`src/sv/i2cbb_pkg.sv`:
```
// Shared package for the bit-banged I2C master: opcodes, pin commands and the
// command and status bundles that pass between controller and datapath.
// Depends on nothing; every other file refers to it by scoped names.
`default_nettype none

package i2cbb_pkg;

   // Ack polls allowed before wait-ack gives up, and bits in one byte.
   localparam int ACK_POLL_LIMIT = 10;
   localparam int BYTE_BITS      = 8;

   // Reset value of the phase hold register.
   localparam logic [15:0] PHASE_TICKS_RESET = 16'd250;

   // Command opcodes as they arrive on the input channel.
   typedef enum logic [2:0] {
      OP_START     = 3'd0,
      OP_STOP      = 3'd1,
      OP_SEND_ACK  = 3'd2,
      OP_SEND_NACK = 3'd3,
      OP_WAIT_ACK  = 3'd4,
      OP_WRITE     = 3'd5,
      OP_READ      = 3'd6,
      OP_INVALID   = 3'd7
   } op_type;

   // What a phase does to a pin level.
   typedef enum logic [1:0] {
      PIN_KEEP = 2'd0,
      PIN_LOW  = 2'd1,
      PIN_HIGH = 2'd2,
      PIN_MSB  = 2'd3
   } pin_op_type;

   // What a phase does to the SDA direction.
   typedef enum logic [1:0] {
      DIR_KEEP    = 2'd0,
      DIR_DRIVE   = 2'd1,
      DIR_RELEASE = 2'd2
   } dir_op_type;

   // Controller to datapath: one phase worth of work.
   typedef struct packed {
      logic       capture;
      logic       emit;
      pin_op_type scl_op;
      pin_op_type sda_op;
      dir_op_type dir_op;
      logic       clear_shift;
      logic       shift_out;
      logic       shift_in;
      logic       poll_next;
      logic       last;
      logic       missing;
      logic       bad;
      logic       show_rv;
   } cmd_type;

   // Datapath to controller.
   typedef struct packed {
      logic out_free;
      logic hold_done;
      logic poll_high;
   } status_type;

endpackage

`default_nettype wire

```
`src/sv/i2cbb_datapath.sv`:
```
// Datapath of the bit-banged I2C master: pin state, byte shifter, captured
// read and poll bits, phase hold timer, phase ticks register and result register.
// Depends on i2cbb_pkg; driven by i2cbb_ctrl through cmd_type.
`default_nettype none

module i2cbb_datapath (
   input  wire logic                 clock,
   input  wire logic                 reset,
   input  wire i2cbb_pkg::cmd_type   cmd,
   output i2cbb_pkg::status_type     status,
   input  wire logic                 csr_wr_en,
   input  wire logic [15:0]          csr_wr_data,
   input  wire logic [7:0]           req_write_data,
   input  wire logic [7:0]           req_line_read_bits,
   input  wire logic [9:0]           req_line_ack_polls,
   output logic                      rsp_valid,
   input  wire logic                 rsp_stall,
   output logic                      rsp_scl,
   output logic                      rsp_sda_level,
   output logic                      rsp_sda_driven,
   output logic                      rsp_last,
   output logic [7:0]                rsp_read_value,
   output logic                      rsp_ack_missing,
   output logic                      rsp_bad_command
);

   logic [15:0] phase_ticks_ff;
   logic [15:0] hold_timer_ff, hold_timer_in;
   logic        scl_ff, scl_in;
   logic        sda_ff, sda_in;
   logic        dir_ff, dir_in;
   logic [7:0]  shift_ff, shift_in_v;
   logic [7:0]  rbits_ff, rbits_in;
   logic [9:0]  polls_ff, polls_in;

   logic        rsp_valid_ff;
   logic        rsp_scl_ff, rsp_sda_level_ff, rsp_sda_driven_ff, rsp_last_ff;
   logic [7:0]  rsp_read_value_ff;
   logic        rsp_ack_missing_ff, rsp_bad_command_ff;

   // Status back to the controller.
   assign status.out_free  = !rsp_valid_ff || !rsp_stall;
   assign status.hold_done = (hold_timer_ff <= 16'd1);
   assign status.poll_high = polls_ff[0];

   // Pin levels the current phase leaves on the bus.
   always_comb begin
      unique case (cmd.scl_op)
         i2cbb_pkg::PIN_LOW:  scl_in = 1'b0;
         i2cbb_pkg::PIN_HIGH: scl_in = 1'b1;
         i2cbb_pkg::PIN_MSB:  scl_in = shift_ff[7];
         default:             scl_in = scl_ff;
      endcase
      unique case (cmd.sda_op)
         i2cbb_pkg::PIN_LOW:  sda_in = 1'b0;
         i2cbb_pkg::PIN_HIGH: sda_in = 1'b1;
         i2cbb_pkg::PIN_MSB:  sda_in = shift_ff[7];
         default:             sda_in = sda_ff;
      endcase
      unique case (cmd.dir_op)
         i2cbb_pkg::DIR_DRIVE:   dir_in = 1'b1;
         i2cbb_pkg::DIR_RELEASE: dir_in = 1'b0;
         default:                dir_in = dir_ff;
      endcase
   end

   // Byte shifter, read sample and ack poll queues.
   always_comb begin
      shift_in_v = shift_ff;
      rbits_in   = rbits_ff;
      polls_in   = polls_ff;
      if (cmd.capture) begin
         shift_in_v = req_write_data;
         rbits_in   = req_line_read_bits;
         polls_in   = req_line_ack_polls;
      end else if (cmd.emit) begin
         if (cmd.clear_shift) begin
            shift_in_v = 8'd0;
         end else if (cmd.shift_in) begin
            shift_in_v = {shift_ff[6:0], rbits_ff[7]};
            rbits_in   = {rbits_ff[6:0], 1'b0};
         end else if (cmd.shift_out) begin
            shift_in_v = {shift_ff[6:0], 1'b0};
         end
         if (cmd.poll_next) begin
            polls_in = {1'b0, polls_ff[9:1]};
         end
      end
   end

   // Hold timer: reloaded on each emitted phase; a zero tick setting loads one.
   always_comb begin
      hold_timer_in = hold_timer_ff;
      if (cmd.emit) begin
         hold_timer_in = (phase_ticks_ff == 16'd0) ? 16'd1 : phase_ticks_ff;
      end else if (hold_timer_ff > 16'd1) begin
         hold_timer_in = hold_timer_ff - 16'd1;
      end
   end

   // Pin state, shifter, timer and configuration.
   always_ff @(posedge clock) begin
      if (reset) begin
         phase_ticks_ff <= i2cbb_pkg::PHASE_TICKS_RESET;
         hold_timer_ff  <= 16'd0;
         scl_ff         <= 1'b1;
         sda_ff         <= 1'b1;
         dir_ff         <= 1'b1;
         shift_ff       <= 8'd0;
      end else begin
         if (csr_wr_en) begin
            phase_ticks_ff <= csr_wr_data;
         end
         hold_timer_ff <= hold_timer_in;
         shift_ff      <= shift_in_v;
         if (cmd.emit) begin
            scl_ff <= scl_in;
            sda_ff <= sda_in;
            dir_ff <= dir_in;
         end
      end
   end

   // Payload-only registers.
   always_ff @(posedge clock) begin
      rbits_ff <= rbits_in;
      polls_ff <= polls_in;
   end

   // Result register; one item per emitted phase.
   always_ff @(posedge clock) begin
      if (reset) begin
         rsp_valid_ff <= 1'b0;
      end else if (cmd.emit) begin
         rsp_valid_ff <= 1'b1;
      end else if (!rsp_stall) begin
         rsp_valid_ff <= 1'b0;
      end
   end

   always_ff @(posedge clock) begin
      if (cmd.emit) begin
         rsp_scl_ff         <= scl_in;
         rsp_sda_level_ff   <= dir_in & sda_in;
         rsp_sda_driven_ff  <= dir_in;
         rsp_last_ff        <= cmd.last;
         rsp_read_value_ff  <= cmd.show_rv ? shift_in_v : 8'd0;
         rsp_ack_missing_ff <= cmd.missing;
         rsp_bad_command_ff <= cmd.bad;
      end
   end

   assign rsp_valid       = rsp_valid_ff;
   assign rsp_scl         = rsp_scl_ff;
   assign rsp_sda_level   = rsp_sda_level_ff;
   assign rsp_sda_driven  = rsp_sda_driven_ff;
   assign rsp_last        = rsp_last_ff;
   assign rsp_read_value  = rsp_read_value_ff;
   assign rsp_ack_missing = rsp_ack_missing_ff;
   assign rsp_bad_command = rsp_bad_command_ff;

   // A phase is only emitted when the result register can take it.
   a_emit_room: assert property (@(posedge clock) disable iff (reset)
      cmd.emit |-> status.out_free)
      else $error("phase emitted while a stalled item is pending");

   // Every emitted phase loads a nonzero hold time.
   a_hold_loaded: assert property (@(posedge clock) disable iff (reset)
      cmd.emit |=> (hold_timer_ff != 16'd0))
      else $error("hold timer not loaded");

   // An invalid command leaves the pins as they were.
   a_bad_keeps_pins: assert property (@(posedge clock) disable iff (reset)
      (cmd.emit && cmd.bad) |=> ($stable(scl_ff) && $stable(sda_ff) && $stable(dir_ff)))
      else $error("invalid command changed the pins");

   // A released SDA is reported low.
   a_released_low: assert property (@(posedge clock) disable iff (reset)
      (rsp_valid_ff && !rsp_sda_driven_ff) |-> !rsp_sda_level_ff)
      else $error("released SDA reported high");

endmodule

`default_nettype wire

```
`src/sv/i2cbb_ctrl.sv`:
```
// Controller of the bit-banged I2C master: takes commands, steps through the
// pin phases of each command and paces them with the datapath hold timer.
// Depends on i2cbb_pkg; drives i2cbb_datapath through cmd_type.
`default_nettype none

module i2cbb_ctrl (
   input  wire logic                   clock,
   input  wire logic                   reset,
   input  wire logic                   req_valid,
   output logic                        req_stall,
   input  wire logic [2:0]             req_opcode,
   input  wire i2cbb_pkg::status_type  status,
   output i2cbb_pkg::cmd_type          cmd
);

   typedef enum logic [1:0] {
      ST_IDLE,
      ST_EMIT,
      ST_HOLD,
      ST_DRAIN
   } state_type;

   state_type         state_ff, state_in;
   i2cbb_pkg::op_type op_ff, op_in;
   logic [4:0]        phase_ff, phase_in;
   logic [1:0]        sub_ff, sub_in;
   logic [2:0]        bit_ff, bit_in;
   logic              accept;
   logic              emit;
   logic              bit_final;

   assign req_stall = (state_ff != ST_IDLE);
   assign accept    = req_valid && (state_ff == ST_IDLE);
   assign emit      = (state_ff == ST_EMIT) && status.out_free;
   assign bit_final = (bit_ff == 3'(i2cbb_pkg::BYTE_BITS - 1));

   // Phase decode: what the current phase of the current command does.
   always_comb begin
      cmd             = '0;
      cmd.scl_op      = i2cbb_pkg::PIN_KEEP;
      cmd.sda_op      = i2cbb_pkg::PIN_KEEP;
      cmd.dir_op      = i2cbb_pkg::DIR_KEEP;
      cmd.capture     = accept;
      cmd.emit        = emit;
      unique case (op_ff) inside
         i2cbb_pkg::OP_START: begin
            unique case (phase_ff[1:0])
               2'd0: begin
                  cmd.dir_op = i2cbb_pkg::DIR_DRIVE;
                  cmd.sda_op = i2cbb_pkg::PIN_HIGH;
               end
               2'd1: begin
                  cmd.scl_op = i2cbb_pkg::PIN_HIGH;
                  cmd.sda_op = i2cbb_pkg::PIN_HIGH;
               end
               2'd2: begin
                  cmd.scl_op = i2cbb_pkg::PIN_HIGH;
                  cmd.sda_op = i2cbb_pkg::PIN_LOW;
               end
               default: begin
                  cmd.scl_op = i2cbb_pkg::PIN_LOW;
                  cmd.sda_op = i2cbb_pkg::PIN_LOW;
                  cmd.last   = 1'b1;
               end
            endcase
         end
         i2cbb_pkg::OP_STOP, i2cbb_pkg::OP_SEND_ACK, i2cbb_pkg::OP_SEND_NACK: begin
            unique case (phase_ff[1:0])
               2'd0: begin
                  cmd.dir_op = i2cbb_pkg::DIR_DRIVE;
                  cmd.scl_op = i2cbb_pkg::PIN_LOW;
               end
               2'd1: begin
                  cmd.scl_op = i2cbb_pkg::PIN_LOW;
                  cmd.sda_op = (op_ff == i2cbb_pkg::OP_SEND_NACK) ?
                               i2cbb_pkg::PIN_HIGH : i2cbb_pkg::PIN_LOW;
               end
               2'd2: begin
                  cmd.scl_op = i2cbb_pkg::PIN_HIGH;
                  cmd.sda_op = (op_ff == i2cbb_pkg::OP_SEND_NACK) ?
                               i2cbb_pkg::PIN_HIGH : i2cbb_pkg::PIN_LOW;
               end
               default: begin
                  // Stop releases the bus with both lines high.
                  cmd.scl_op = (op_ff == i2cbb_pkg::OP_STOP) ?
                               i2cbb_pkg::PIN_HIGH : i2cbb_pkg::PIN_LOW;
                  cmd.sda_op = (op_ff == i2cbb_pkg::OP_SEND_ACK) ?
                               i2cbb_pkg::PIN_LOW : i2cbb_pkg::PIN_HIGH;
                  cmd.last   = 1'b1;
               end
            endcase
         end
         i2cbb_pkg::OP_WAIT_ACK: begin
            if (phase_ff == 5'd0) begin
               cmd.dir_op = i2cbb_pkg::DIR_RELEASE;
            end else if (phase_ff == 5'd1) begin
               cmd.scl_op = i2cbb_pkg::PIN_LOW;
            end else if (phase_ff == 5'd2) begin
               cmd.scl_op = i2cbb_pkg::PIN_HIGH;
            end else if (!status.poll_high) begin
               // The slave pulled SDA low: ack seen.
               cmd.scl_op = i2cbb_pkg::PIN_LOW;
               cmd.last   = 1'b1;
            end else if (phase_ff >= 5'(i2cbb_pkg::ACK_POLL_LIMIT + 2)) begin
               // Poll limit reached without an ack.
               cmd.scl_op  = i2cbb_pkg::PIN_LOW;
               cmd.last    = 1'b1;
               cmd.missing = 1'b1;
            end else begin
               cmd.poll_next = 1'b1;
            end
         end
         i2cbb_pkg::OP_WRITE: begin
            if (phase_ff == 5'd0) begin
               cmd.dir_op = i2cbb_pkg::DIR_DRIVE;
            end else begin
               case (sub_ff)
                  2'd0:    cmd.sda_op = i2cbb_pkg::PIN_MSB;
                  2'd1:    cmd.scl_op = i2cbb_pkg::PIN_HIGH;
                  default: begin
                     cmd.scl_op    = i2cbb_pkg::PIN_LOW;
                     cmd.shift_out = 1'b1;
                     cmd.last      = bit_final;
                  end
               endcase
            end
         end
         i2cbb_pkg::OP_READ: begin
            if (phase_ff == 5'd0) begin
               cmd.dir_op      = i2cbb_pkg::DIR_RELEASE;
               cmd.clear_shift = 1'b1;
            end else if (sub_ff == 2'd0) begin
               cmd.scl_op = i2cbb_pkg::PIN_HIGH;
            end else begin
               cmd.scl_op   = i2cbb_pkg::PIN_LOW;
               cmd.shift_in = 1'b1;
               cmd.show_rv  = 1'b1;
               cmd.last     = bit_final;
            end
         end
         default: begin
            cmd.bad  = 1'b1;
            cmd.last = 1'b1;
         end
      endcase
   end

   // Next state and phase counters.
   always_comb begin
      state_in = state_ff;
      op_in    = op_ff;
      phase_in = phase_ff;
      sub_in   = sub_ff;
      bit_in   = bit_ff;
      unique case (state_ff)
         ST_IDLE: begin
            if (accept) begin
               state_in = ST_EMIT;
               op_in    = i2cbb_pkg::op_type'(req_opcode);
               phase_in = 5'd0;
               sub_in   = 2'd0;
               bit_in   = 3'd0;
            end
         end
         ST_EMIT: begin
            if (emit) begin
               state_in = cmd.last ? ST_DRAIN : ST_HOLD;
               phase_in = phase_ff + 5'd1;
               if (phase_ff != 5'd0) begin
                  if ((op_ff == i2cbb_pkg::OP_WRITE && sub_ff == 2'd2) ||
                      (op_ff == i2cbb_pkg::OP_READ && sub_ff == 2'd1)) begin
                     sub_in = 2'd0;
                     bit_in = bit_ff + 3'd1;
                  end else begin
                     sub_in = sub_ff + 2'd1;
                  end
               end
            end
         end
         ST_HOLD: begin
            if (status.hold_done) begin
               state_in = ST_EMIT;
            end
         end
         default: begin
            if (status.hold_done) begin
               state_in = ST_IDLE;
            end
         end
      endcase
   end

   always_ff @(posedge clock) begin
      if (reset) begin
         state_ff <= ST_IDLE;
         op_ff    <= i2cbb_pkg::OP_START;
         phase_ff <= 5'd0;
         sub_ff   <= 2'd0;
         bit_ff   <= 3'd0;
      end else begin
         state_ff <= state_in;
         op_ff    <= op_in;
         phase_ff <= phase_in;
         sub_ff   <= sub_in;
         bit_ff   <= bit_in;
      end
   end

   // An accepted command always leads straight into its first phase.
   a_accept_to_emit: assert property (@(posedge clock) disable iff (reset)
      accept |=> (state_ff == ST_EMIT && phase_ff == 5'd0))
      else $error("accepted command did not start at its first phase");

   // No command runs longer than a write byte.
   a_phase_bound: assert property (@(posedge clock) disable iff (reset)
      (state_ff == ST_EMIT) |-> (phase_ff <= 5'd24))
      else $error("phase counter ran past the longest command");

   // The final phase of a command always ends in the drain hold.
   a_last_drains: assert property (@(posedge clock) disable iff (reset)
      (emit && cmd.last) |=> (state_ff == ST_DRAIN))
      else $error("final phase did not end the command");

endmodule

`default_nettype wire

```
`src/sv/i2c_bitbang_master.sv`:
```
// Top level of the bit-banged I2C master: joins controller and datapath.
// Depends on i2cbb_pkg, i2cbb_ctrl and i2cbb_datapath.
//
// One item on the req_ channel is one bus command (start, stop, send ack, send nack,
// wait ack, write byte, read byte); the block answers with one rsp_ item per pin
// phase, the final one marked by rsp_last. Each phase is held by the hold timer,
// loaded from the phase_ticks setting (a zero setting counts as one tick), and the
// next command is taken once the hold of the final phase has run out. A command
// takes 4 phases (start, stop, ack, nack), 4 to 13 (wait ack), 17 (read), 25
// (write) or 1 (invalid opcode); a stall on the result side holds a phase back.
// Read samples and ack polls are supplied with the command; rsp_ack_missing flags
// a wait ack that hit the poll limit.
`default_nettype none

module i2c_bitbang_master (
   input  wire logic        clock,
   input  wire logic        reset,
   input  wire logic        csr_wr_en,
   input  wire logic [15:0] csr_wr_data,
   input  wire logic        req_valid,
   output logic             req_stall,
   input  wire logic [2:0]  req_opcode,
   input  wire logic [7:0]  req_write_data,
   input  wire logic [7:0]  req_line_read_bits,
   input  wire logic [9:0]  req_line_ack_polls,
   output logic             rsp_valid,
   input  wire logic        rsp_stall,
   output logic             rsp_scl,
   output logic             rsp_sda_level,
   output logic             rsp_sda_driven,
   output logic             rsp_last,
   output logic [7:0]       rsp_read_value,
   output logic             rsp_ack_missing,
   output logic             rsp_bad_command
);

   i2cbb_pkg::cmd_type    cmd;
   i2cbb_pkg::status_type status;

   // Phase sequencer.
   i2cbb_ctrl u_ctrl (
      .clock      (clock),
      .reset      (reset),
      .req_valid  (req_valid),
      .req_stall  (req_stall),
      .req_opcode (req_opcode),
      .status     (status),
      .cmd        (cmd)
   );

   // Pins, shifter, timer and result register.
   i2cbb_datapath u_datapath (
      .clock              (clock),
      .reset              (reset),
      .cmd                (cmd),
      .status             (status),
      .csr_wr_en          (csr_wr_en),
      .csr_wr_data        (csr_wr_data),
      .req_write_data     (req_write_data),
      .req_line_read_bits (req_line_read_bits),
      .req_line_ack_polls (req_line_ack_polls),
      .rsp_valid          (rsp_valid),
      .rsp_stall          (rsp_stall),
      .rsp_scl            (rsp_scl),
      .rsp_sda_level      (rsp_sda_level),
      .rsp_sda_driven     (rsp_sda_driven),
      .rsp_last           (rsp_last),
      .rsp_read_value     (rsp_read_value),
      .rsp_ack_missing    (rsp_ack_missing),
      .rsp_bad_command    (rsp_bad_command)
   );

endmodule

`default_nettype wire
```
`config.mk`:
```
export PLATFORM = sky130hd
export DESIGN_NAME = i2c_bitbang_master
export DESIGN_NICKNAME = d
export VERILOG_FILES = /design/src/sv/i2cbb_pkg.sv /design/src/sv/i2cbb_datapath.sv /design/src/sv/i2cbb_ctrl.sv /design/src/sv/i2c_bitbang_master.sv
export SDC_FILE = /design/constraint.sdc
export NUM_CORES = 1
export LEC_CHECK = 0
export ABC_CLOCK_PERIOD_IN_PS = 2710
export BUFFER_PORTS_ARGS = -buffer_cell sky130_fd_sc_hd__buf_2
export CAP_MARGIN = 20
export CORE_UTILIZATION = 50
export CTS_CLUSTER_SIZE = 25
export DETAILED_ROUTE_END_ITERATION = 8
export GPL_TIMING_DRIVEN = 1
export MAX_ROUTING_LAYER = met4
export PLACE_DENSITY = 0.79
export RECOVER_POWER = 50
export SYNTH_ARGS = -nofsm -noshare
export SYNTH_HDL_FRONTEND = slang
export SYNTH_SLANG_ARGS = --single-unit
```
`constraint.sdc`:
```
create_clock -name clock -period 2.71 [get_ports clock]
set_input_delay 0.4065 -clock clock [delete_from_list [all_inputs] [get_ports clock]]
set_output_delay 0.4065 -clock clock [all_outputs]
set_load 0.01 [all_outputs]
```
After elaboration in Yosys (flattened, before gate mapping)
Index checks and enable logic that the tools add are counted.
{ "classes": {"add_sub_neg": 4, "order_cmp": 3, "eq_ne": 30, "n_mux": 86, "n_bitwise": 3, "n_reduce_logical": 37} }
{ "op_table": {"columns": ["cell", "n"], "rows": [
  ["$mux W8", 9],
  ["$mux W16", 3],
  ["$mux W2", 21],
  ["$mux W10", 3],
  ["$mux W1", 24],
  ["$mux W3", 8],
  ["$pmux W2 S2", 5],
  ["$eq A2 B2 Y1 const B", 8],
  ["$gt A16 B1 Y1 const B", 1],
  ["$le A16 B1 Y1 const B", 1],
  ["$logic_not A16 Y1", 1],
  ["$sub A16 B1 Y16 const B", 1],
  ["$eq A2 B1 Y1 const B", 6],
  ["$eq A3 B3 Y1 const B", 4],
  ["$pmux W2 S3", 2],
  ["$reduce_bool A2 Y1", 6],
  ["$mux W5", 2],
  ["$pmux W2 S5", 1],
  ["$pmux W5 S2", 1],
  ["$ne A2 B1 Y1 const B", 4],
  ["$pmux W2 S4", 1],
  ["$reduce_and A4 Y1", 2],
  ["$reduce_or A7 Y1", 1],
  ["$eq A3 B2 Y1 const B", 2],
  ["30 further kinds", 46]
]} }
{ "totals": {"ff_bits": 91, "inputBits": 50, "out_inout_bits": 16, "word_cells": 184} }

Logic depth before layout (Yosys ltp)
Gate-level depths: netlist (run 1).
{ "depth": {"word_depth": 10, "mapped_depth": 8, "ltp_nobuf": 7} }

By module
A second synthesis (run 1) with hierarchy kept.
{ "unflattened": {"cells_unflattened": 464, "area_unflattened_um2": 4598.2} }
{ "by_module_without_submodules": {"columns": ["mod", "instances", "cells_each", "area_per_inst_um2", "seq_area_each_um2"], "rows": [
  ["i2cbb_datapath", 1, 310, 3375.7, 1841.8],
  ["i2cbb_ctrl", 1, 154, 1222.4, 300.3]
]} }

Worst setup path before layout (run 1)
OpenSTA, ideal clock, no wires.
{ "synth_timing": {"kind": "flip-flop to flip-flop", "startpoint": "register u_ctrl.state_ff[0]", "endpoint": "register u_datapath.polls_ff[0], enable pin", "setup_ns": 0.391, "arrival_time_ns": 2.593, "t_required_ns": 2.319, "path_slack_ns": -0.274, "stages_incl_launch_ff": 8, "n_path_buf": 2, "synth_period_minus_slack_ns": 2.984, "cell_sequence": "dfxtp_1 nor2b_1 clkbuf_1 nand2_1 clkinv_1 clkbuf_1 nand3_1 o21ai_0"} }
{ "synth_rtl": {"columns": ["element", "line", "source"], "rows": [
  ["start: declaration", "i2cbb_ctrl.sv:23", "state_type state_ff, state_in;"],
  ["start signal: assignment", "i2cbb_ctrl.sv:201", "state_ff <= state_in;"],
  ["end signal: assignment", "i2cbb_datapath.sv:127", "polls_ff <= polls_in;"],
  ["end: declaration", "i2cbb_datapath.sv:34", "logic [9:0] polls_ff, polls_in;"]
]} }

Worst setup path in the final report (run 1)
{ "layout_timing": {"startpoint": "register u_datapath.hold_timer_ff[8]", "endpoint": "register u_datapath.hold_timer_ff[1]"} }
{ "layout_between": {"elab_chain_len": 2} }
{ "layout_lines": {"columns": ["element", "line", "source"], "rows": [
  ["start: declaration", "i2cbb_datapath.sv:28", "logic [15:0] hold_timer_ff, hold_timer_in;"],
  ["start signal: assignment", "i2cbb_datapath.sv:114", "hold_timer_ff <= hold_timer_in;"],
  ["$gt A16 B1 Y1", "i2cbb_datapath.sv:96", "end else if (hold_timer_ff > 16'd1) begin"],
  ["$reduce_bool A2 Y1 (no source line)", null, null]
]} }
Every way passes these cells.
A chain may end at the register's enable or synchronous reset.

==> results of run 1 <==
## worst max-delay path by stage
| stage | cells after the start | startpoint | to |
|---|---|---|---|
| global placement | 7 | u_ctrl.phase_ff[0]$_SDFFE_PP0P_ | u_datapath.rsp_sda_driven$_DFFE_PP_ |
| global route | 6 | u_ctrl.state_ff[1]$_SDFFE_PP0P_ | u_datapath.rsp_read_value[5]$_SDFFCE_PP0P_ |
| finish | 5 | u_datapath.hold_timer_ff[8]$_SDFFE_PP0P_ | u_datapath.hold_timer_ff[1]$_SDFFE_PP0P_ |
| detailed placement | 5 | u_datapath.hold_timer_ff[8]$_SDFFE_PP0P_ | u_datapath.hold_timer_ff[1]$_SDFFE_PP0P_ |
| CTS | 5 | u_datapath.hold_timer_ff[8]$_SDFFE_PP0P_ | u_datapath.hold_timer_ff[1]$_SDFFE_PP0P_ |
| floorplan | 8 | u_ctrl.phase_ff[0]$_SDFFE_PP0P_ | u_datapath.rsp_sda_level$_DFFE_PP_ |
## metal layers
layer,vias to the layer above,wire length [um],GRT usage (%)
met5,-,0,-
li1,1947,-,-
met2,111,5080,36.9
met1,1795,4520,28.1
met4,0,246,9.41
met3,24,472,4.75
## per-stage QoR
step / hold slack, ps / std cells / worst slack, ps
5_1_grt: 266 / 680 / 24.4
3_3_place_gp: 458 / 664 / 341
4_1_cts: 255 / 680 / 195
6_report: 260 / 680 / 164
2_1_floorplan: 444 / 507 / 164
3_5_place_dp: 468 / 664 / 241
## flip-flops by register name (all words and copies together) (netlist names)
signal / count
u_ctrl.bit_ff: 3
u_ctrl.op_ff: 3
u_ctrl.phase_ff: 5
u_ctrl.state_ff: 2
u_ctrl.sub_ff: 2
u_datapath.dir_ff: 1
u_datapath.hold_timer_ff: 16
u_datapath.phase_ticks_ff: 16
u_datapath.polls_ff: 10
u_datapath.rbits_ff: 8
u_datapath.rsp_ack_missing: 1
u_datapath.rsp_bad_command: 1
u_datapath.rsp_last: 1
u_datapath.rsp_read_value: 8
u_datapath.rsp_scl: 1
u_datapath.rsp_sda_driven: 1
u_datapath.rsp_sda_level: 1
u_datapath.rsp_valid: 1
u_datapath.scl_ff: 1
u_datapath.sda_ff: 1
u_datapath.shift_ff: 8
## area by class of cell
type	count	area (um2)
clock buffers	10	128
repair buffers	78	398
clock inverters	6	87.6
well taps	108	135
multi-input cells	374	2220
fillers	771	3560
flip-flops and latches	91	2140
inverters	13	48.8
## layout by cell type, fill, tap and decap left out, drive strengths merged, types with 17 or more instances in the layout
master	Yosys	routed
nor2	47	47
edfxtp	32	32
mux2i	18	18
a211oi	19	19
clkbuf	26	28
buf	3	60
a21oi	34	34
nand2	91	91
nand3	17	17
dfxtp	59	59
## cell families (layout without fill, tap and decap cells)
| group | Yosys count | after routing |
|---|---|---|
| mux | 18 | 18 |
| flops | 91 | 91 |
| fa+ha+maj | 13 | 13 |
| xor+xnor | 11 | 11 |
| simple gates | 223 | 223 |
| buf+inv | 42 | 107 |
| compound gates | 109 | 109 |
## power by group through the flow
stage                     registers, mW  logic, mW  clock network [mW]
final                              1.94       1.63                1.00
after global routing               1.97       1.83                1.08
after CTS                          1.93       1.64                1.03
after detailed placement           1.96       1.62                   0
after global placement             1.95       1.56                   0
after floorplan                    1.91       1.24                   0
## worst max-delay path, cell delays in order, from the launching register on
cell      delay, ps
dfxtp_1         360
or4_1           640
or4_4           580
or2_0           380
a211oi_1        370
o21a_1          150
==> results.md, run 1 <==
* Status: finished, final reports clean
* Post-synthesis register bit count at 91
* Grt ovf at 0
* CP max FO at 7
* RD Place Congestion at 0.887
* Max Slew Vio Count at 0
* Clock Power Share at 22.0%
* Setup crit end kind: flip-flop
* DR pass1 iterations at 5
* Yosys top cell area share at 26.1%
* Hold Path Stages at 3
* Net switching power at 1.66 mW
* Top-count cell post-synth: nand2_1
* Asr flop ratio synth at 0%
* IO Pins at 66
* Comb pwr share at 35.7%
* R2r setup slk at 160 ps
* Syn. warnings at 0
* Slew HR at 23.8%
* Top cells by area, synth: dfxtp_1 26%, edfxtp_1 21%, nand2_1 7.5%
* HP Start: csr_wr_data[7]
* Top_reg_cell synth: dfxtp_1
* Initial core utilization at 51.9%
* Clock Sinks at 91
* Final setup vio count at 0
* Vias at 3,877
* Post-synth EDFFs at 32
* R2R depth at 5
* Core area at 0.00872 mm2
* Post CTS Setup Buffer Count at 0
* PostCTS Resize Cnt at 0
* Per-cell routed wire length at 15.2 um
* Cell Pwr Density at 886 mW/mm2
* CP arrival at 2850 ps
* Min cycle time layout at 2550 ps
* CTS tree: done
* CTS root buffer: clkbuf_8
* Maximum clock frequency at 0.393 GHz
* RSZ-0062 raised after global routing: no
* Hold endpoint: u_datapath.phase_ticks_ff[7]$_SDFFE_PP1P_
* Via density at 5.70
* TritonCTS Buffers at 9
* # rows at 34
* Tot Pwr at 4.58 mW
* Synth Area in Adders at 3.59%
* Mapped Cells at 507
* Slew at the pin with the worst max-slew slack at 1140 ps
* Vias in the first global route at 3,700
* Drt total wl at 10,300 um
* Post-CTS Hold Fix Bufs at 0
* Syn_nets at 570
* R2r endpoint: u_datapath.hold_timer_ff[1]$_SDFFE_PP0P_
* Syn Area/Cell at 8.93 um2
* DIE WIDTH at 97.1 um
* Largest net degree at the start of global routing at 44
* Layout cells sized above 1 at 14.5%
* Mux contribution to synthesized area at 3.98%
* Drt drc at 0
* Max clock buf depth at 2
* Die span in y at 97.1 um
* Cell Area, Placed at 0.00498 mm2
* Synth unique cells at 60
* Worst-path clk slew at 100 ps
* Worst skew pair latency at 360 ps
* Die area at 0.00944 mm2
* Crit Path Category: reg -> reg
* Required time worst endpoint at 3010 ps
* Register share of total power at 42.3%
* XOR/XNOR Fraction of Synth Area at 2.13%
* Port Buffer Count at 65
* Mapped Area at 0.00453 mm2
* Final Hold Viols at 0
* Cell taking the most area after synthesis: dfxtp_1
* Initial antenna violation count at 0
* CTS H-tree depth at 3
* Final Cycle Share at 93.9%
* Area Growth Syn to Fin at 14.1%
* Final ANT Viol Nets at 0
* Pleak at 2.07 nW
* First-pass GRT wire length at 17,100 um
* Simple-gate share of the synthesized area at 23.5%
* Worst clock skew at 11.4 ps
* Main combinational cell family by area after synthesis: simple AND/OR/NAND/NOR gates
* Final core occ at 59.2%
* Nets@finish at 630
* Antenna Cells at 0
* Iter 0 DRT Violations at 175
* Worst hold path type: in -> reg
* Dpl hpwl at 7280 um
* Worst setup SP type: flip-flop
* Worst IR Drop VDD at 451 uV
* R2r startpoint: u_datapath.hold_timer_ff[8]$_SDFFE_PP0P_
* Commonest cells in the synthesized netlist: 91 x nand2_1, 59 x dfxtp_1, 47 x nor2_1
* Synth Area in Compound Gates at 16.0%
* Sum Neg Setup Slack at 0 ps
* Gr usage total at 22.9%
* Internal cell power at 2.91 mW
* Max-cap viol count at 0
* Sequential fraction of the synthesis area at 47.3%
* Design Area, Final at 0.00516 mm2
* Switching share of total power at 36.4%
Power figures use the tool's default switching activity.
==> run 2: changes to the inputs <==
Settings changed: SYNTH_HIERARCHICAL from default to 1.
==> run 2 against run 1 <==
  * The flow now finishes with violations (DRC)
  * Sequential share of layout area shrank 0.45 points
  * Maximum frequency increased by 0.49%
  * Via count is 6.1% lower
  * First-iteration DRC count shrank 0.57%
  * Synthesized cell count fell by 8.5%
  * Sequential cell count is the same
  * Largest power group unchanged
==> results.md, run 2 <==
* Status: complete, but fails checks (was finished, final reports clean)
* Failing checks: DRC
* Sequential Area at 0.00214 mm2 (unchanged)
* Net switching power at 1.80 mW (was 1.66 mW)
* Clock Sinks at 91 (unchanged)
* Slew at the pin with the worst max-slew slack at 1050 ps (was 1140 ps)
* Layout cells sized above 1 at 20.5% (was 14.5%)
* Iter 0 DRT Violations at 174 (was 175)
* Core area at 0.00881 mm2 (was 0.00872 mm2)
* Largest net degree at the start of global routing at 31 (was 44)
* Drt drc at 3 (was 0)
* Post-synthesis register bit count at 91 (unchanged)
* Port Buffer Count at 65 (unchanged)
* Met1 Usage GRT at 28.8% (was 28.1%)
* Final ANT Viol Nets at 0 (unchanged)
* Final Hold Viols at 0 (unchanged)
* Pre-CTS WS at 148 ps (was 241 ps)
* Worst skew pair latency at 370 ps (was 360 ps)
* Final Cycle Share at 93.5% (was 93.9%)
* Area Growth Syn to Fin at 13.5% (was 14.1%)
* Sequential fraction of the synthesis area at 46.6% (was 47.3%)
* Drt total wl at 10,000 um (was 10,300 um)
* Top cells by area, synth: dfxtp_1 26%, edfxtp_1 21%, mux2i_1 6.1% (was dfxtp_1 26%, edfxtp_1 21%, nand2_1 7.5%)
* Max-cap viol count at 0 (unchanged)
* Final core occ at 59.3% (was 59.2%)
* TritonCTS Buffers at 9 (unchanged)
* Syn. warnings at 6 (was 0)
* DIE WIDTH at 97.9 um (was 97.1 um)
* Worst-path cell chain: inv_1, ha_1, nand2_1, nand3_1, nor2_1, buf_4, nand2_1, o21bai_1 (was or4_1, or4_4, or2_0, a211oi_1, o21a_1)
* Post-Place Cells at 629 (was 664)
* Die area at 0.00958 mm2 (was 0.00944 mm2)
* Comb pwr share at 38.2% (was 35.7%)
* Worst setup endpoint: u_datapath/rbits_ff[1]$_DFFE_PP_ (was u_datapath.hold_timer_ff[1]$_SDFFE_PP0P_)
* Initial core utilization at 52.2% (was 51.9%)
* CP arrival at 2540 ps (was 2850 ps)
* Design Area, Final at 0.00522 mm2 (was 0.00516 mm2)
* Post-route setup slack at 177 ps (was 164 ps)
* Most frequent cells in the layout: 59 x dfxtp_1, 48 x buf_2, 39 x nor2_1 (was 91 x nand2_1, 59 x dfxtp_1, 48 x buf_2)
* Post-synth EDFFs at 32 (unchanged)
* CP Depth at 8 (was 5)
* DR pass1 iterations at 6 (was 5)
* Crit path buf inv count at 2 (was 0)
* Synth unique cells at 64 (was 60)
* Setup crit end kind: flip-flop (unchanged)
* Required time worst endpoint at 2710 ps (was 3010 ps)
* Met2 Use GR at 34.9% (was 36.9%)
* Final setup vio count at 0 (unchanged)
* Top Registers: u_datapath/hold_timer_ff (16), u_datapath/phase_ticks_ff (16), u_datapath/polls_ff (10) (was u_datapath.hold_timer_ff (16), u_datapath.phase_ticks_ff (16), u_datapath.polls_ff (10))
* Clock Power Share at 19.7% (was 22.0%)
* Via density at 5.65 (was 5.70)
* CP max FO at 11 (was 7)
* Top_reg_cell synth: dfxtp_1 (unchanged)
* Layout fillers at 733 (was 771)
* Post-Layout Cell Count at 645 (was 680)
* Switching share of total power at 37.3% (was 36.4%)
* Top-count cell post-synth: dfxtp_1 (was nand2_1)
* Worst hold path type: in -> reg (unchanged)
* IO Pins at 66 (unchanged)
* # rows at 34 (unchanged)
* Dpl hpwl at 7210 um (was 7280 um)
* Top Usage Layer GRT: met2 (unchanged)
* Multi-input gate area at 0.00225 mm2 (was 0.00222 mm2)
* Most used cell, CP: nand2_1
* Most common cell after layout, fill and taps aside: dfxtp_1 (was nand2_1)
* R2r setup slk at 180 ps (was 160 ps)
* Internal cell power at 3.03 mW (was 2.91 mW)
* Worst IR Drop VDD at 391 uV (was 451 uV)
* Gr usage total at 22.4% (was 22.9%)
* Max Slew Vio Count at 0 (unchanged)
* Vias at 3,642 (was 3,877)
* R2r endpoint: u_datapath/rbits_ff[1]$_DFFE_PP_ (was u_datapath.hold_timer_ff[1]$_SDFFE_PP0P_)
* Die span in y at 97.9 um (was 97.1 um)
* Post-CTS Hold Fix Bufs at 0 (unchanged)
* Min cycle time layout at 2530 ps (was 2550 ps)
* Max stage delay on crit path at 610 ps (was 640 ps)
* CTS root buffer: clkbuf_8 (unchanged)
* M3 GR Usage at 3.36% (was 4.75%)
* First-pass GRT wire length at 16,600 um (was 17,100 um)
* Cell taking the most area after synthesis: dfxtp_1 (unchanged)
* Grt ovf at 0 (unchanged)
* R2R depth at 8 (was 5)
* Sum Neg Setup Slack at 0 ps (unchanged)
* Vias in the first global route at 3,513 (was 3,700)
* Nets@finish at 595 (was 630)
* Maximum clock frequency at 0.395 GHz (was 0.393 GHz)
* Worst path slowest cell: o21bai_1 (was or4_1)
* RSZ-0062 raised after global routing: no (unchanged)
* Pleak at 2.10 nW (was 2.07 nW)
* Syn Area/Cell at 9.91 um2 (was 8.93 um2)
* Slew HR at 29.7% (was 23.8%)
* Worst Setup SP: u_ctrl/phase_ff[0]$_SDFFE_PP0P_ (was u_datapath.hold_timer_ff[8]$_SDFFE_PP0P_)
* Cell Area, Placed at 0.00506 mm2 (was 0.00498 mm2)
* Mapped Cells at 464 (was 507)
* Worst clock skew at 15.1 ps (was 11.4 ps)
* CTS tree: done (unchanged)
* Cell Pwr Density at 926 mW/mm2 (was 886 mW/mm2)
* Worst-path clk slew at 90 ps (was 100 ps)
* Asr flop ratio synth at 0% (unchanged)
* RD Place Congestion at 0.867 (was 0.887)
* Mapped Area at 0.00460 mm2 (was 0.00453 mm2)
* Per-cell routed wire length at 15.5 um (was 15.2 um)
* Yosys top cell area share at 25.7% (was 26.1%)
* CTS H-tree depth at 3 (unchanged)
* R2r startpoint: u_ctrl/phase_ff[0]$_SDFFE_PP0P_ (was u_datapath.hold_timer_ff[8]$_SDFFE_PP0P_)
* Crit Path Category: reg -> reg (unchanged)
* CP top delay family: compound AO/OA/AOI/OAI gates (was simple AND/OR/NAND/NOR gates)
* Register share of total power at 42.1% (was 42.3%)
* Antenna Cells at 0 (unchanged)
* Max clock buf depth at 2 (unchanged)
* Worst setup SP type: flip-flop (unchanged)
* Initial antenna violation count at 0 (unchanged)
* Syn_nets at 527 (was 570)
* Commonest cells in the synthesized netlist: 59 x dfxtp_1, 39 x nor2_1, 38 x nand2_1 (was 91 x nand2_1, 59 x dfxtp_1, 47 x nor2_1)
run 2: changes by cell type in the layout (fill, tap and decap cells not counted), moves of 7 or more:
cell      change
a21oi_1      -10
a22oi_1      -10
inv_1         +7
nand3_1      -11
a211oi_1     -16
nor2_1        -8
mux2i_1      +10
mux2_2       +17
nand2_1      -53
and2_1       +15
run 2: final cells by class:
class                           instances  area share (%)
Inverter                               19            1.37
Tap cell                              108            2.59
Multi-Input combinational cell        330            43.2
Sequential cell                        91            41.0
Timing Repair Buffer                   81            7.84
Clock buffer                            9            2.37
Clock inverter                          7            1.58
run 2: power by group through the flow:
stage	logic, mW	clock network [mW]	registers (mW)
6_report	1.84	0.953	2.04
5_1_grt	2.04	1.02	2.08
4_1_cts	1.89	0.973	2.03
3_5_place_dp	1.88	0	2.06
3_3_place_gp	1.81	0	2.04
2_1_floorplan	1.45	0	2.01
run 2: routing by layer:
layer	vias to the layer above	part of all wire, %
met5	-	0
met4	0	1.5
met3	11	4.8
met2	94	47
met1	1724	47
li1	1813	-
run 2: metrics by stage:
step                      hold slack (ps)  power, mW
after global placement                461       3.85
after floorplan                       443       3.47
after global routing                  251       5.15
after CTS                             248       4.89
after detailed placement              464       3.94
final                                 264       4.83
run 2: cells by family (layout without fill, tap and decap cells):
kind of cell / count (synthesis) / in the layout / synth area share [%]
buf+inv: 43 / 116 / 4.19
fa+ha+maj: 13 / 13 / 3.54
compound gates: 89 / 89 / 13.1
simple gates: 174 / 174 / 20.6
flops: 91 / 91 / 46.6
mux: 45 / 45 / 10.3
xor+xnor: 9 / 9 / 1.71
run 2: timing repair:
item / in CTS / in global routing
resized for setup: 0 / 1
setup endpoints to repair: 0 / 2
hold endpoints to repair: 0 / 0
setup buffers: 0 / 0
run 2: how the worst min path moves through the flow:
| stage | to | startpoint | cells after the start |
|---|---|---|---|
| after floorplan | u_datapath/hold_timer_ff[3]$_SDFFE_PP0P_ | u_datapath/phase_ticks_ff[3]$_SDFFE_PP1P_ | 2 |
| after global placement | u_datapath/hold_timer_ff[6]$_SDFFE_PP0P_ | u_datapath/phase_ticks_ff[6]$_SDFFE_PP1P_ | 2 |
| after detailed placement | u_datapath/hold_timer_ff[6]$_SDFFE_PP0P_ | u_datapath/phase_ticks_ff[6]$_SDFFE_PP1P_ | 2 |
| after CTS | u_datapath/phase_ticks_ff[4]$_SDFFE_PP1P_ | csr_wr_data[4] | 3 |
| after global routing | u_datapath/phase_ticks_ff[6]$_SDFFE_PP1P_ | csr_wr_data[6] | 3 |
| final | u_datapath/phase_ticks_ff[4]$_SDFFE_PP1P_ | csr_wr_data[4] | 3 |
run 2: worst register-to-register path: stages (launching register included):
cell and delay [ps]:
dfxtp_1 410, inv_1 100, ha_1 310, nand2_1 160, nand3_1 110, nor2_1 200
buf_4 200, nand2_1 70, o21bai_1 610
==> run 3: changes to the inputs <==
--- a/config.mk
+++ b/config.mk
@@ -10,3 +10,3 @@
 export CAP_MARGIN = 20
-export CORE_UTILIZATION = 50
+export CORE_UTILIZATION = 25
 export CTS_CLUSTER_SIZE = 25
@@ -15,3 +15,3 @@
 export MAX_ROUTING_LAYER = met4
-export PLACE_DENSITY = 0.79
+export PLACE_DENSITY = 0.48
 export RECOVER_POWER = 50
--- a/constraint.sdc
+++ b/constraint.sdc
@@ -3,2 +3,2 @@
 set_output_delay 0.4065 -clock clock [all_outputs]
-set_load 0.01 [all_outputs]
+set_load 0.02 [all_outputs]
==> run 3 against run 2 <==
  * The flow now finishes without violations
  * Clock skew down 7.1 ps
  * Sequential share of layout area down 2.2 points
  * Final cell count up 19%
  * Maximum frequency up 2.1%
==> results.md, run 3 (synthesis gave the netlist of run 2 again) <==
* Slew HR at 26.3% (was 29.7%)
* CP arrival at 2600 ps (was 2540 ps)
* Via density at 4.69 (was 5.65)
* Layout cells sized above 1 at 20.7% (was 20.5%)
* Pre-CTS WS at 281 ps (was 148 ps)
* Port Buffer Count at 65 (unchanged)
* RD Place Congestion at 0.845 (was 0.867)
* Tot Pwr at 5.34 mW (was 4.83 mW)
* Iter 0 DRT Violations at 252 (was 174)
* DIE WIDTH at 138 um (was 97.9 um)
* Gr usage total at 12.8% (was 22.4%)
* R2R depth at 8 (unchanged)
* Sum Neg Setup Slack at 0 ps (unchanged)
* First-pass GRT wire length at 17,800 um (was 16,600 um)
* DR pass1 iterations at 5 (was 6)
* Largest net degree at the start of global routing at 33 (was 31)
* Maximum clock frequency at 0.403 GHz (was 0.395 GHz)
* Post-route setup slack at 229 ps (was 177 ps)
* Initial core utilization at 25.5% (was 52.2%)
* Antenna Cells at 0 (unchanged)
* Initial antenna violation count at 0 (unchanged)
* Most frequent cells in the layout: 59 x dfxtp_1, 48 x buf_2, 39 x nor2_1 (unchanged)
* Slew at the pin with the worst max-slew slack at 1110 ps (was 1050 ps)
* Worst hold path type: in -> reg (unchanged)
* PostCTS Resize Cnt at 0 (unchanged)
* # rows at 49 (was 34)
* Pleak at 2.18 nW (was 2.10 nW)
* Final Hold Viols at 0 (unchanged)
* RSZ-0062 raised after global routing: no (unchanged)
* Per-cell routed wire length at 14.5 um (was 15.5 um)
* TritonCTS Buffers at 9 (unchanged)
* Final setup vio count at 0 (unchanged)
* Max clock buf depth at 2 (unchanged)
* Crit Path Category: reg -> reg (unchanged)
* Max Slew Vio Count at 0 (unchanged)
* Drt drc at 0 (was 3)
* R2r setup slk at 230 ps (was 180 ps)
* Die area at 0.0189 mm2 (was 0.00958 mm2)
* Hold endpoint: u_datapath/phase_ticks_ff[1]$_SDFFE_PP1P_ (was u_datapath/phase_ticks_ff[4]$_SDFFE_PP1P_)
* Final Cycle Share at 91.5% (was 93.5%)
* CTS tree: done (unchanged)
* Worst skew pair latency at 360 ps (was 370 ps)
* Grt ovf at 0 (unchanged)
* Vias in the first global route at 3,480 (was 3,513)
* Vias at 3,604 (was 3,642)
* Top Registers: u_datapath/hold_timer_ff (16), u_datapath/phase_ticks_ff (16), u_datapath/polls_ff (10) (unchanged)
* CTS root buffer: clkbuf_16 (was clkbuf_8)
* R2r endpoint: u_datapath/rsp_read_value[1]$_SDFFCE_PN0P_ (was u_datapath/rbits_ff[1]$_DFFE_PP_)
* Hold Path Stages at 3 (unchanged)
* Cell Pwr Density at 968 mW/mm2 (was 926 mW/mm2)
* Core area at 0.0180 mm2 (was 0.00881 mm2)
* HP Start: csr_wr_data[1] (was csr_wr_data[4])
* Most common cell after layout, fill and taps aside: dfxtp_1 (unchanged)
* Worst Setup SP: u_ctrl/phase_ff[2]$_SDFFE_PP0P_ (was u_ctrl/phase_ff[0]$_SDFFE_PP0P_)
* Final core occ at 30.6% (was 59.3%)
* Max-cap viol count at 0 (unchanged)
* Min cycle time layout at 2480 ps (was 2530 ps)
* Worst clock skew at 7.98 ps (was 15.1 ps)
* Final ANT Viol Nets at 0 (unchanged)
* Required time worst endpoint at 2830 ps (was 2710 ps)
* Post CTS Setup Buffer Count at 0 (unchanged)
* Drt total wl at 11,200 um (was 10,000 um)
* Clock Sinks at 91 (unchanged)
* Post-CTS Hold Fix Bufs at 0 (unchanged)
* IO Pins at 66 (unchanged)
* Setup crit end kind: flip-flop (unchanged)
* Worst setup SP type: flip-flop (unchanged)
* CTS H-tree depth at 3 (unchanged)
* Layout fillers at 1,954 (was 733)
* Nets@finish at 598 (was 595)
* Area Growth Syn to Fin at 20.0% (was 13.5%)
* Dpl hpwl at 8080 um (was 7210 um)
* Status: finished, final reports clean (was complete, but fails checks)
* Worst-path clk slew at 70 ps (was 90 ps)
* Worst IR Drop VDD at 413 uV (was 391 uV)
* CP max FO at 7 (was 11)
* R2r startpoint: u_ctrl/phase_ff[2]$_SDFFE_PP0P_ (was u_ctrl/phase_ff[0]$_SDFFE_PP0P_)
* Die span in y at 138 um (was 97.9 um)
run 3: cell types whose count changed in the layout (fill, tap and decap cells not counted):
| cell | change |
|---|---|
| clkbuf_8 | -8 |
| clkinvlp_4 | -1 |
| clkbuf_2 | +1 |
| inv_6 | -1 |
| o21ai_1 | +1 |
| buf_12 | +1 |
| inv_8 | -1 |
| o21ai_2 | -1 |
| clkbuf_16 | +10 |
| buf_4 | +2 |
run 3: report_power, final:
part	internal (mW)	switching, mW
Sequential	1.80	0.215
Combinational	0.820	1.14
Clock	0.802	0.565
run 3: how the worst max path moves through the flow:
stage / end / slack, ps / depth (start not counted)
2_1_floorplan: u_datapath/rbits_ff[0]$_SDFFCE_PN0P_ / 250 / 8
3_3_place_gp: u_datapath/rsp_read_value[3]$_SDFFCE_PN0P_ / 280 / 8
3_5_place_dp: u_datapath/rsp_read_value[1]$_SDFFCE_PN0P_ / 280 / 8
4_1_cts: u_datapath/rsp_read_value[6]$_SDFFCE_PN0P_ / 260 / 8
5_1_grt: u_datapath/rsp_read_value[2]$_SDFFCE_PN0P_ / 20 / 9
6_report: u_datapath/rsp_read_value[1]$_SDFFCE_PN0P_ / 230 / 8
run 3: final cells by class:
class                           count  area [um2]  share of cell area (%)
Multi-Input combinational cell    330        2250                    40.8
Tap cell                          229         287                    5.19
Timing Repair Buffer               84         445                    8.07
Clock buffer                       12         268                    4.85
Inverter                           19        71.3                    1.29
Clock inverter                      4        55.1                   0.998
Sequential cell                    91        2140                    38.8
run 3: critical path: stages (launching register included):
cell and delay, ps:
dfxtp_1 370, nor3_1 270, nand2_1 160, nand3_1 130, nor3_1 70, o21ai_1 680, mux2i_1 270, o21ai_0 110
and2_1 170
run 3: layer usage:
layer | up-vias | track usage (%) | wire, um
li1 | 1816 | - | -
met1 | 1715 | 16.5 | 5510
met2 | 54 | 19.0 | 5060
met3 | 19 | 2.47 | 358
met4 | 0 | 6.72 | 258
met5 | - | - | 0
run 3: metrics by stage:
stage	hold slack (ps)	instances	cell area (um2)
after floorplan	443	464	4600
after global placement	465	753	5240
after detailed placement	478	753	5240
after CTS	255	769	5570
after global routing	266	769	5520
final	271	769	5520
